$ cat src/hw/rtl/itsu_pkg.sv
// Shared types and constants for the incubator thermostat setpoint editor.
package itsu_pkg;

    // Field widths
    localparam int TEMP_W     = 12;
    localparam int HUM_W      = 10;
    localparam int OFFSET_W   = 8;
    localparam int TICKS_W    = 10;
    localparam int CFG_IDX_W  = 2;
    localparam int CFG_DATA_W = 10;

    // Setpoint limits and reset values, tenths of a degree or percent
    localparam logic signed [TEMP_W-1:0] TEMP_MIN   = -12'sd400;
    localparam logic signed [TEMP_W-1:0] TEMP_MAX   = 12'sd1250;
    localparam logic signed [TEMP_W-1:0] TEMP_RESET = 12'sd375;
    localparam logic [HUM_W-1:0]         HUM_MAX    = 10'd1000;
    localparam logic [HUM_W-1:0]         HUM_RESET  = 10'd500;

    // Register reset values
    localparam logic signed [OFFSET_W-1:0] OFFSET_RESET  = 8'sd10;
    localparam logic [TICKS_W-1:0]         HOLD_RESET    = 10'd500;
    localparam logic [TICKS_W-1:0]         TIMEOUT_RESET = 10'd400;

    // Register indexes
    localparam logic [CFG_IDX_W-1:0] REG_TEMP_OFFSET  = 2'd0;
    localparam logic [CFG_IDX_W-1:0] REG_HOLD_TICKS   = 2'd1;
    localparam logic [CFG_IDX_W-1:0] REG_EDIT_TIMEOUT = 2'd2;

    // UI mode, also the code of the leading button
    typedef enum logic [1:0] {
        MODE_RUN  = 2'd0,
        MODE_TEMP = 2'd1,
        MODE_HUM  = 2'd2
    } mode_t;

    // One result beat
    typedef struct packed {
        logic                     lamp_level;
        logic                     fan_level;
        logic [1:0]               ui_mode;
        logic signed [TEMP_W-1:0] temp_target;
        logic [HUM_W-1:0]         hum_target;
        logic                     saved;
    } result_t;

endpackage

$ cat src/hw/rtl/incubator_thermostat_setpoint_ui_unit.sv
// Top level: on/off lamp and fan regulator with a two-button setpoint editor.
//
// Usage:
//   Input channel (s_valid/s_ready) carries one 10 ms tick per beat: button
//   levels, a sample-valid flag and the temperature and humidity readings.
//   Result channel (m_valid/m_ready) returns exactly one beat per tick: relay
//   levels, UI mode, both setpoints and the saved pulse.
//   Configuration channel (cfg_valid/cfg_ready) writes temp_offset (index 0),
//   hold_ticks (index 1) and edit_timeout (index 2); other indexes are
//   dropped. cfg_ready is always high; write only while the block is idle.
// Timing:
//   One tick is accepted per cycle while s_ready is high. The whole tick
//   update is a single pass of counter, compare and small adds from the
//   state registers into the result register, or the skid on a stall.
// Reset:
//   aresetn low returns to run mode with setpoints 37.5 C and 50.0 %RH,
//   relays low, counters cleared and registers at their defaults.
// Stall:
//   A two-entry output stage (result register plus skid) lets one more tick
//   in while m_ready is low; s_ready then drops until the receiver drains.
module incubator_thermostat_setpoint_ui_unit #(
    parameter int COUNT_BITS = 10
) (
    input  logic                                 aclk,
    input  logic                                 aresetn,
    // Tick input
    input  logic                                 s_valid,
    output logic                                 s_ready,
    input  logic                                 s_up_pressed,
    input  logic                                 s_down_pressed,
    input  logic                                 s_sample_valid,
    input  logic signed [itsu_pkg::TEMP_W-1:0]   s_temp_sample,
    input  logic [itsu_pkg::HUM_W-1:0]           s_hum_sample,
    // Result output
    output logic                                 m_valid,
    input  logic                                 m_ready,
    output logic                                 m_lamp_level,
    output logic                                 m_fan_level,
    output logic [1:0]                           m_ui_mode,
    output logic signed [itsu_pkg::TEMP_W-1:0]   m_temp_target,
    output logic [itsu_pkg::HUM_W-1:0]           m_hum_target,
    output logic                                 m_saved,
    // Configuration writes
    input  logic                                 cfg_valid,
    output logic                                 cfg_ready,
    input  logic [itsu_pkg::CFG_IDX_W-1:0]       cfg_index,
    input  logic [itsu_pkg::CFG_DATA_W-1:0]      cfg_data
);
    import itsu_pkg::*;

    localparam int CMP_W = (COUNT_BITS > TICKS_W) ? COUNT_BITS : TICKS_W;
    localparam logic [COUNT_BITS-1:0] COUNT_MAX = {COUNT_BITS{1'b1}};

    // Configuration registers
    logic signed [OFFSET_W-1:0] temp_offset_reg;
    logic [TICKS_W-1:0]         hold_ticks_reg;
    logic [TICKS_W-1:0]         edit_timeout_reg;

    // Tick state
    mode_t                      mode_reg, mode_next;
    logic [COUNT_BITS-1:0]      hold_count_reg, hold_count_next;
    logic [COUNT_BITS-1:0]      idle_count_reg, idle_count_next;
    logic                       await_release_reg, await_release_next;
    logic                       up_prev_reg, down_prev_reg;
    logic signed [TEMP_W-1:0]   temp_set_reg, temp_set_next;
    logic [HUM_W-1:0]           hum_set_reg, hum_set_next;
    logic                       lamp_reg, lamp_next;
    logic                       fan_reg, fan_next;
    logic                       saved_next;

    // Output stage
    result_t                    out_reg, skid_reg, result_next;
    logic                       out_valid_reg, skid_valid_reg;

    logic                       accept;
    mode_t                      lead, prev_lead;
    logic                       entry_btn, dn_rel, up_rel, busy;
    logic signed [1:0]          step;
    logic [COUNT_BITS-1:0]      hold_inc, idle_inc;
    logic signed [TEMP_W:0]     temp_sum, temp_corr;
    logic signed [HUM_W:0]      hum_sum;

    assign accept    = s_valid && s_ready;
    assign s_ready   = !skid_valid_reg;
    assign cfg_ready = 1'b1;

    // Configuration writes, masked to register width
    always_ff @(posedge aclk) begin
        if (!aresetn) begin
            temp_offset_reg  <= OFFSET_RESET;
            hold_ticks_reg   <= HOLD_RESET;
            edit_timeout_reg <= TIMEOUT_RESET;
        end else if (cfg_valid && cfg_ready) begin
            case (cfg_index)
                REG_TEMP_OFFSET:  temp_offset_reg  <= signed'(cfg_data[OFFSET_W-1:0]);
                REG_HOLD_TICKS:   hold_ticks_reg   <= cfg_data[TICKS_W-1:0];
                REG_EDIT_TIMEOUT: edit_timeout_reg <= cfg_data[TICKS_W-1:0];
                default: ;
            endcase
        end
    end

    // Leading button now and on the previous tick
    always_comb begin
        lead      = s_up_pressed ? MODE_TEMP : (s_down_pressed ? MODE_HUM : MODE_RUN);
        prev_lead = up_prev_reg ? MODE_TEMP : (down_prev_reg ? MODE_HUM : MODE_RUN);
        hold_inc  = (hold_count_reg < COUNT_MAX) ? hold_count_reg + 1'b1 : hold_count_reg;
        idle_inc  = (idle_count_reg < COUNT_MAX) ? idle_count_reg + 1'b1 : idle_count_reg;
        dn_rel    = down_prev_reg && !s_down_pressed;
        up_rel    = up_prev_reg && !s_up_pressed;
        entry_btn = (mode_reg == MODE_TEMP) ? s_up_pressed : s_down_pressed;
        busy      = s_up_pressed || s_down_pressed || dn_rel || up_rel;
        // net step: up release +1, down release -1, both together cancel
        case ({up_rel, dn_rel})
            2'b10:   step = 2'sd1;
            2'b01:   step = -2'sd1;
            default: step = 2'sd0;
        endcase
        temp_sum  = (TEMP_W+1)'(temp_set_reg) + (TEMP_W+1)'(step);
        hum_sum   = signed'({1'b0, hum_set_reg}) + (HUM_W+1)'(step);
        temp_corr = (TEMP_W+1)'(s_temp_sample) + (TEMP_W+1)'(temp_offset_reg);
    end

    // Tick update
    always_comb begin
        mode_next          = mode_reg;
        hold_count_next    = hold_count_reg;
        idle_count_next    = idle_count_reg;
        await_release_next = await_release_reg;
        temp_set_next      = temp_set_reg;
        hum_set_next       = hum_set_reg;
        lamp_next          = lamp_reg;
        fan_next           = fan_reg;
        saved_next         = 1'b0;

        if (mode_reg == MODE_RUN) begin
            // hold counting toward edit entry
            if (lead == MODE_RUN) begin
                hold_count_next = '0;
            end else if (lead != prev_lead) begin
                hold_count_next = COUNT_BITS'(1);
            end else begin
                hold_count_next = hold_inc;
            end
            if (lead != MODE_RUN &&
                CMP_W'(hold_count_next) >= CMP_W'(hold_ticks_reg)) begin
                mode_next          = lead;
                await_release_next = 1'b1;
                hold_count_next    = '0;
                idle_count_next    = '0;
            end
        end else if (await_release_reg) begin
            // ignore everything until the entry button is let go
            if (!entry_btn) begin
                await_release_next = 1'b0;
            end
            idle_count_next = '0;
        end else begin
            // nudge the setpoint being edited, saturating at its setpoint limits
            if (mode_reg == MODE_TEMP) begin
                if (temp_sum < (TEMP_W+1)'(TEMP_MIN)) begin
                    temp_set_next = TEMP_MIN;
                end else if (temp_sum > (TEMP_W+1)'(TEMP_MAX)) begin
                    temp_set_next = TEMP_MAX;
                end else begin
                    temp_set_next = temp_sum[TEMP_W-1:0];
                end
            end else begin
                if (hum_sum < 0) begin
                    hum_set_next = '0;
                end else if (hum_sum > signed'({1'b0, HUM_MAX})) begin
                    hum_set_next = HUM_MAX;
                end else begin
                    hum_set_next = hum_sum[HUM_W-1:0];
                end
            end
            // idle timeout ends editing
            if (busy) begin
                idle_count_next = '0;
            end else begin
                idle_count_next = idle_inc;
                if (CMP_W'(idle_inc) >= CMP_W'(edit_timeout_reg)) begin
                    mode_next       = MODE_RUN;
                    saved_next      = 1'b1;
                    idle_count_next = '0;
                    hold_count_next = '0;
                end
            end
        end

        // relays follow samples only on ticks that start in run mode
        if (mode_reg == MODE_RUN && s_sample_valid) begin
            lamp_next = (temp_corr > (TEMP_W+1)'(temp_set_reg));
            fan_next  = !(s_hum_sample > hum_set_reg);
        end

        result_next.lamp_level  = lamp_next;
        result_next.fan_level   = fan_next;
        result_next.ui_mode     = mode_next;
        result_next.temp_target = temp_set_next;
        result_next.hum_target  = hum_set_next;
        result_next.saved       = saved_next;
    end

    // State registers, advance once per accepted beat
    always_ff @(posedge aclk) begin
        if (!aresetn) begin
            mode_reg          <= MODE_RUN;
            hold_count_reg    <= '0;
            idle_count_reg    <= '0;
            await_release_reg <= 1'b0;
            up_prev_reg       <= 1'b0;
            down_prev_reg     <= 1'b0;
            temp_set_reg      <= TEMP_RESET;
            hum_set_reg       <= HUM_RESET;
            lamp_reg          <= 1'b0;
            fan_reg           <= 1'b0;
        end else if (accept) begin
            mode_reg          <= mode_next;
            hold_count_reg    <= hold_count_next;
            idle_count_reg    <= idle_count_next;
            await_release_reg <= await_release_next;
            up_prev_reg       <= s_up_pressed;
            down_prev_reg     <= s_down_pressed;
            temp_set_reg      <= temp_set_next;
            hum_set_reg       <= hum_set_next;
            lamp_reg          <= lamp_next;
            fan_reg           <= fan_next;
        end
    end

    // Output register with skid entry
    always_ff @(posedge aclk) begin
        if (!aresetn) begin
            out_valid_reg  <= 1'b0;
            skid_valid_reg <= 1'b0;
        end else if (!out_valid_reg || m_ready) begin
            if (skid_valid_reg) begin
                out_valid_reg  <= 1'b1;
                skid_valid_reg <= 1'b0;
            end else begin
                out_valid_reg <= accept;
            end
        end else if (accept) begin
            skid_valid_reg <= 1'b1;
        end
    end

    // Result payload
    always_ff @(posedge aclk) begin
        if (!out_valid_reg || m_ready) begin
            if (skid_valid_reg) begin
                out_reg <= skid_reg;
            end else if (accept) begin
                out_reg <= result_next;
            end
        end else if (accept) begin
            skid_reg <= result_next;
        end
    end

    assign m_valid       = out_valid_reg;
    assign m_lamp_level  = out_reg.lamp_level;
    assign m_fan_level   = out_reg.fan_level;
    assign m_ui_mode     = out_reg.ui_mode;
    assign m_temp_target = out_reg.temp_target;
    assign m_hum_target  = out_reg.hum_target;
    assign m_saved       = out_reg.saved;

    // Checks
    a_skid_needs_out: assert property (@(posedge aclk) disable iff (!aresetn)
        skid_valid_reg |-> out_valid_reg)
        else $error("skid entry held without a pending result");

    a_await_in_edit: assert property (@(posedge aclk) disable iff (!aresetn)
        await_release_reg |-> (mode_reg != MODE_RUN))
        else $error("release wait outside edit mode");

    a_saved_from_edit: assert property (@(posedge aclk) disable iff (!aresetn)
        (accept && saved_next) |-> (mode_reg != MODE_RUN && mode_next == MODE_RUN))
        else $error("saved pulse without leaving edit mode");

    a_entry_waits: assert property (@(posedge aclk) disable iff (!aresetn)
        (accept && mode_reg == MODE_RUN && mode_next != MODE_RUN) |=> await_release_reg)
        else $error("edit entry did not arm the release wait");

endmodule

$ cat config.mk
export PLATFORM = sky130hd
export DESIGN_NAME = incubator_thermostat_setpoint_ui_unit
export DESIGN_NICKNAME = d
export VERILOG_FILES = /design/src/hw/rtl/itsu_pkg.sv /design/src/hw/rtl/incubator_thermostat_setpoint_ui_unit.sv
export SDC_FILE = /design/constraint.sdc
export NUM_CORES = 1
export LEC_CHECK = 0
export ABC_AREA = 1
export BUFFER_PORTS_ARGS = -buffer_cell sky130_fd_sc_hd__buf_2
export CAP_MARGIN = 20
export CORE_MARGIN = 2
export CORE_UTILIZATION = 57
export DETAILED_ROUTE_END_ITERATION = 6
export HOLD_SLACK_MARGIN = 0.15
export PLACE_DENSITY = 0.82
export SLEW_MARGIN = 20
export SYNTH_ARGS = -nofsm -noshare
export SYNTH_HDL_FRONTEND = slang
export SYNTH_SLANG_ARGS = --single-unit
$ cat constraint.sdc
create_clock -name aclk -period 6.8 [get_ports aclk]
set_input_delay 0.34 -clock aclk [delete_from_list [all_inputs] [get_ports aclk]]
set_output_delay 0.34 -clock aclk [all_outputs]
set_load 0.02 [all_outputs]
; ---- Word level (Yosys, flattened, before mapping)
; Index checks and enable logic that the tools add are counted.
; W data, S select, Z words.
[op_classes]
n_addsub = 5
n_lt_le_gt_ge = 10
bitwise = 2
n_reduce_logical = 28
eq_ne = 9
muxes = 49
[op_table]
columns = cell, n
row1 = $mux W10, 20
row2 = $mux W12, 5
row3 = $mux W27, 2
row4 = $add A10 B1 Y10 const B, 2
row5 = $ge A10 B10 Y1, 2
row6 = $lt A10 B10 Y1 const B, 2
row7 = $mux W2, 9
row8 = $add A12 B2 Y13, 1
row9 = $add A12 B8 Y13, 1
row10 = $gt A13 B12 Y1, 1
row11 = $gt A13 B12 Y1 const B, 1
row12 = $lt A13 B10 Y1 const B, 1
row13 = $mux W1, 12
row14 = $reduce_and A2 Y1, 6
row15 = $add A11 B2 Y11, 1
row16 = $gt A11 B11 Y1 const B, 1
row17 = $lt A11 B1 Y1 const B, 1
row18 = $gt A10 B10 Y1, 1
row19 = $eq A2 B1 Y1 const B, 3
row20 = $logic_not A2 Y1, 3
row21 = $ne A2 B1 Y1 const B, 3
row22 = $reduce_bool A2 Y1, 3
row23 = $logic_and A1 B1 Y1, 5
row24 = $logic_not A1 Y1, 5
row25 = other kinds (7), 12
[totals]
inputBits = 42
register_bits = 133
output_inout_bits = 30

; ---- Logic depth before layout (Yosys ltp)
[logic_depth]
depth_word = 13
mapped_depth = 27
mapped_depth_nobuf = 25

; ---- Worst setup path before layout
; Ideal clock, no wire load.
[synth_path]
path_type = in2reg
from = input port s_temp_sample[0] (netlist bit)
to = register lamp_reg
n_path_buf = 0
path_stages = 20
t_arrival_ns = 3.267
slack_ns = 3.417
t_required_ns = 6.685
cell_sequence = ha_1 -> inv_1 -> fa_1 -> o31ai_1 -> a21o_1 -> a21oi_1 -> o21ai_0 -> a21oi_1 -> o21bai_1 -> nand2_1 -> a31oi_1 -> inv_1 -> ha_1 -> nand2_1 -> nor3_1 -> nand4_1 -> o221ai_1 -> nand2_1 -> o21ai_0 -> inv_1
[synth_between]
elab_chain_cells = 3
[synth_rtl]
columns = item, line_no
row1 = start: declaration, incubator_thermostat_setpoint_ui_unit.sv:32  ; input logic signed [itsu_pkg::TEMP_W-1:0] s_temp_sample,
row2 = $add A12 B8 Y13, incubator_thermostat_setpoint_ui_unit.sv:121  ; temp_corr = (TEMP_W+1)'(s_temp_sample) + (TEMP_W+1)'(temp_offset_reg);
row3 = $gt A13 B12 Y1, incubator_thermostat_setpoint_ui_unit.sv:193  ; lamp_next = (temp_corr > (TEMP_W+1)'(temp_set_reg));
row4 = $mux W1, incubator_thermostat_setpoint_ui_unit.sv:192  ; if (mode_reg == MODE_RUN && s_sample_valid) begin
row5 = named net lamp_next, incubator_thermostat_setpoint_ui_unit.sv:67  ; logic lamp_reg, lamp_next;
row6 = end signal: assignment, incubator_thermostat_setpoint_ui_unit.sv:227  ; lamp_reg <= lamp_next;
row7 = end: declaration, incubator_thermostat_setpoint_ui_unit.sv:67
; The timed path passes the listed nets, and every way through them passes these cells.
; A chain may end at the register's enable or synchronous reset.

; ---- Worst setup path in the final report
[layout_path]
from = register down_prev_reg
to = register idle_count_reg[0]
[layout_between]
elab_chain_cells = 10
elab_cells_between_ends = 16
cone_classes = 1 x order compare / 2 x eq/ne / 8 x mux / 5 x reduce/logical
[layout_rtl]
columns = item, line_no
row1 = start: declaration, incubator_thermostat_setpoint_ui_unit.sv:64  ; logic up_prev_reg, down_prev_reg;
row2 = start signal: assignment, incubator_thermostat_setpoint_ui_unit.sv:224  ; down_prev_reg <= s_down_pressed;
row3 = $mux W2 (2 in series), incubator_thermostat_setpoint_ui_unit.sv:106  ; prev_lead = up_prev_reg ? MODE_TEMP : (down_prev_reg ? MODE_HUM : MODE_RUN);
row4 = $ne A2 B2 Y1, incubator_thermostat_setpoint_ui_unit.sv:140  ; end else if (lead != prev_lead) begin
row5 = $mux W10, incubator_thermostat_setpoint_ui_unit.sv:140
row6 = $mux W10, incubator_thermostat_setpoint_ui_unit.sv:138  ; if (lead == MODE_RUN) begin
row7 = $mux W10, incubator_thermostat_setpoint_ui_unit.sv:136  ; if (mode_reg == MODE_RUN) begin
row8 = $ge A10 B10 Y1, incubator_thermostat_setpoint_ui_unit.sv:146  ; CMP_W'(hold_count_next) >= CMP_W'(hold_ticks_reg)) begin
row9 = $logic_and A1 B1 Y1, incubator_thermostat_setpoint_ui_unit.sv:145  ; if (lead != MODE_RUN &&
row10 = $ne A2 B1 Y1 (no source line), n/a
row11 = $reduce_and A2 Y1 (no source line), n/a
row12 = end signal: assignment, incubator_thermostat_setpoint_ui_unit.sv:221  ; idle_count_reg <= idle_count_next;
row13 = end: declaration, incubator_thermostat_setpoint_ui_unit.sv:62  ; logic [COUNT_BITS-1:0] idle_count_reg, idle_count_next;
; Parallel ways exist; a longest one is shown, timed or not. The select of a mux whose other input is x is not followed.

==> qor.yml <==
run_status:
  status: "finished, final reports clean"
global_route:
  grt_overflow: 0
  grt_pass1_wl_um: 35300
  grt_max_degree: 38
  grt_pass1_vias: 7522
  antenna_found_initial: 0
  grt_use_total_pct: 27.0
timing:
  fin_crit_sh_pct: 60.6
  fin_crit_ps: 4120
  setup_viol: 0
  slew_headroom_pct: 36.4
  hold_viol_final: 0
  rsz0062_at_grt: "false"
  drv_slew: 0
  finalClockSkew_ps: 9.37
  fmax_ghz: 0.243
  hold_slack_ps: 184
  setup-tns-final_ps: 0
  worst_pin_slew_ps: 952
setup_path:
  cp.arrival_ps: 4420
  required_ps: 7100
  crit_path_max_fanout: 15
  crit_top_cell: "nand2_1"
  max_stage_delay_ps: 500
  crit_family: "simple AND/OR/NAND/NOR gates"
  cp.buffers_inverters: 3
  worstSetupPathType: "register to register"
  crit_chain: "inv_1 -> o21a_1 -> nor3b_1 -> nand2_1 -> inv_1 -> o21ai_0 -> a21oi_1 -> ha_1 -> nand2_1 -> or4_1 -> o2111ai_1 -> nand2_1 -> nand2_1 -> nand2_1 -> inv_1 -> o21ai_0 -> o21ai_0 -> nor2_1"
  end_kind: "register"
  start_kind: "register"
  cp_slowest_cell: "or4_1"
power:
  power_density_nw_per_um2: 249
  p_clk_share_pct: 41.3
  netSwitchingPower_w: 0.000743
  p_int_w: 0.00175
  swShare_pct: 29.9
  power_frac_comb_pct: 21.5
  finalPower_w: 0.00249
  sequentialPowerShare_pct: 37.2
  peakVddDrop_mv: 0.180
  leakagePower_nw: 4.86
placement:
  dp.cells: 1425
  portBuffers: 70
  dp_hpwl_um: 15600
  gp_congestion: 1.02
cells_and_area:
  nFillCells: 1253
  largest_reg_flops: 27
  multi_input_area_sq_um: 4840
  drive_above_1_share_pct: 12.1
  areaGrowthSynthToFinish_pct: 13.2
  final_common_cell: "nand2_1"
  antenna_cells: 0
  final_util_pct: 65.8
  seqCellArea_sq_um: 3200
  final_cells: 1458
  layout_common_cells: "331 x nand2_1, 165 x inv_1, 92 x a21oi_1, 79 x dfxtp_1, 78 x nor2_1"
  nets: 1365
cts:
  htreeDepth: 4
  clock_path_buffers: 2
  cts.sinks: 133
  clock_latency_ps: 430
  cts_tree: "done"
  clock_tree.root_cell: "clkbuf_16"
  cts_made_buffers: 17
  clk_pin_slew_ps: 60
synthesis:
  synth_edf_count: 54
  yosysTopAreaCellShare_pct: 18.3
  yosys_warnings: 0
  syn_area_per_cell_sq_um: 7.44
  ys_ff_latch: 133
  synth_top_area_cell: "edfxtp_1"
  syn_area_sq_um: 8840
  syn_nets: 1296
  synthFlopType: "dfxtp_1"
  synth_cells: 1188
  yosysUniqueCellTypes: 56
  async_flop_share_pct: 0
  yosys-top-cells-area: "edfxtp_1 18%, dfxtp_1 18%, nand2_1 14%"
  synth_seq_area_share_pct: 36.2
die:
  core-area_sq_um: 15200
  io_pins: 72
  die_h_um: 129
  rows: 45
  die_area_sq_um: 16500
  initial_utilization_pct: 58.1
  die_w_um: 129
drt:
  ant_nets: 0
  drt_iter0_drc: 700
  route.detailed.drc: 0
  vias: 8049
  routed_wl_um: 21600
  drt-vias-per-instance: 5.52
  dr.pass1.iters: 7
  wl_per_cell_um: 14.8
hold_path:
  min_path_type: "input pin to register"
run:
  drv_cap: 0
==> per-layer routing <==
metal	routed length, um	GRT usage (%)	vias to the layer above
met5	0	0	-
li1	-	-	4049
met4	690	11.4	0
met2	10100	45.3	290
met3	1370	6.03	70
met1	9390	33.6	3640
==> synth_stat cells (9+ instances only) <==
master / number
a21oi_1: 92
inv_1: 165
nor2_1: 81
o211ai_1: 17
nand2_1: 331
nand3_1: 69
nor3_1: 16
nand4_1: 9
clkbuf_1: 20
ha_1: 64
edfxtp_1: 54
o21ai_0: 62
xor2_1: 20
dfxtp_1: 79
==> worst paths after layout <==
path	endpoint	startpoint	depth (start not counted)	slack [ps]
worst max register to register	idle_count_reg[0]	down_prev_reg	18	2680
worst min register to register	hold_count_reg[5]	hold_count_reg[5]	2	460
worst min-delay path	hold_ticks_reg[2]	cfg_data[2]	3	180
worst max-delay path	idle_count_reg[0]	down_prev_reg	18	2680
==> kinds of logic after synthesis <==
| group | count (synthesis) | share of synthesized area, % |
|---|---|---|
| xor+xnor | 36 | 5.05 |
| simple gates | 532 | 25.5 |
| buf+inv | 202 | 9.12 |
| mux | 1 | 0.113 |
| other cells | 1 | 0.0424 |
| fa+ha+maj | 66 | 9.51 |
| flops | 133 | 36.2 |
| compound gates | 217 | 14.4 |
==> through the flow <==
stage	setup slack, ps	instance area, sq um
after floorplan	3420	8840
after global placement	2890	9340
after detailed placement	2790	9340
after CTS	2740	10000
after global routing	2350	10000
final	2680	10000
==> power by group through the flow <==
stage / logic (W) / registers [W] / clock network (W)
5_1_grt: 0.000599 / 0.000932 / 0.00107
3_3_place_gp: 0.000514 / 0.000941 / 0
3_5_place_dp: 0.000526 / 0.000941 / 0
6_report: 0.000535 / 0.000926 / 0.00103
4_1_cts: 0.000531 / 0.000925 / 0.00104
2_1_floorplan: 0.000372 / 0.000959 / 0
==> worst register-to-register path, stage by stage (launching register included) <==
cell,delay (ps)
dfxtp_1,410
inv_1,130
o21a_1,210
nor3b_1,290
nand2_1,110
inv_1,200
o21ai_0,120
a21oi_1,220
ha_1,170
nand2_1,60
or4_1,500
o2111ai_1,400
nand2_1,110
nand2_1,100
nand2_1,330
inv_1,350
o21ai_0,120
o21ai_0,90
nor2_1,60
==> timing repair <==
| action | CTS | global route |
|---|---|---|
| buffers inserted | 0 | 0 |
| gates resized for setup | 0 | 0 |
| hold buffers | 1 | 0 |
| hold endpoints to repair | 1 | 0 |
==> layout make-up <==
cell class	instances	area share [%]
well taps	188	2.35
repair buffers	79	4.20
clock buffers	20	4.57
multi-input cells	853	48.3
clock inverters	12	1.99
inverters	173	6.52
flip-flops and latches	133	32.0
(Power assumes the default switching activity.)
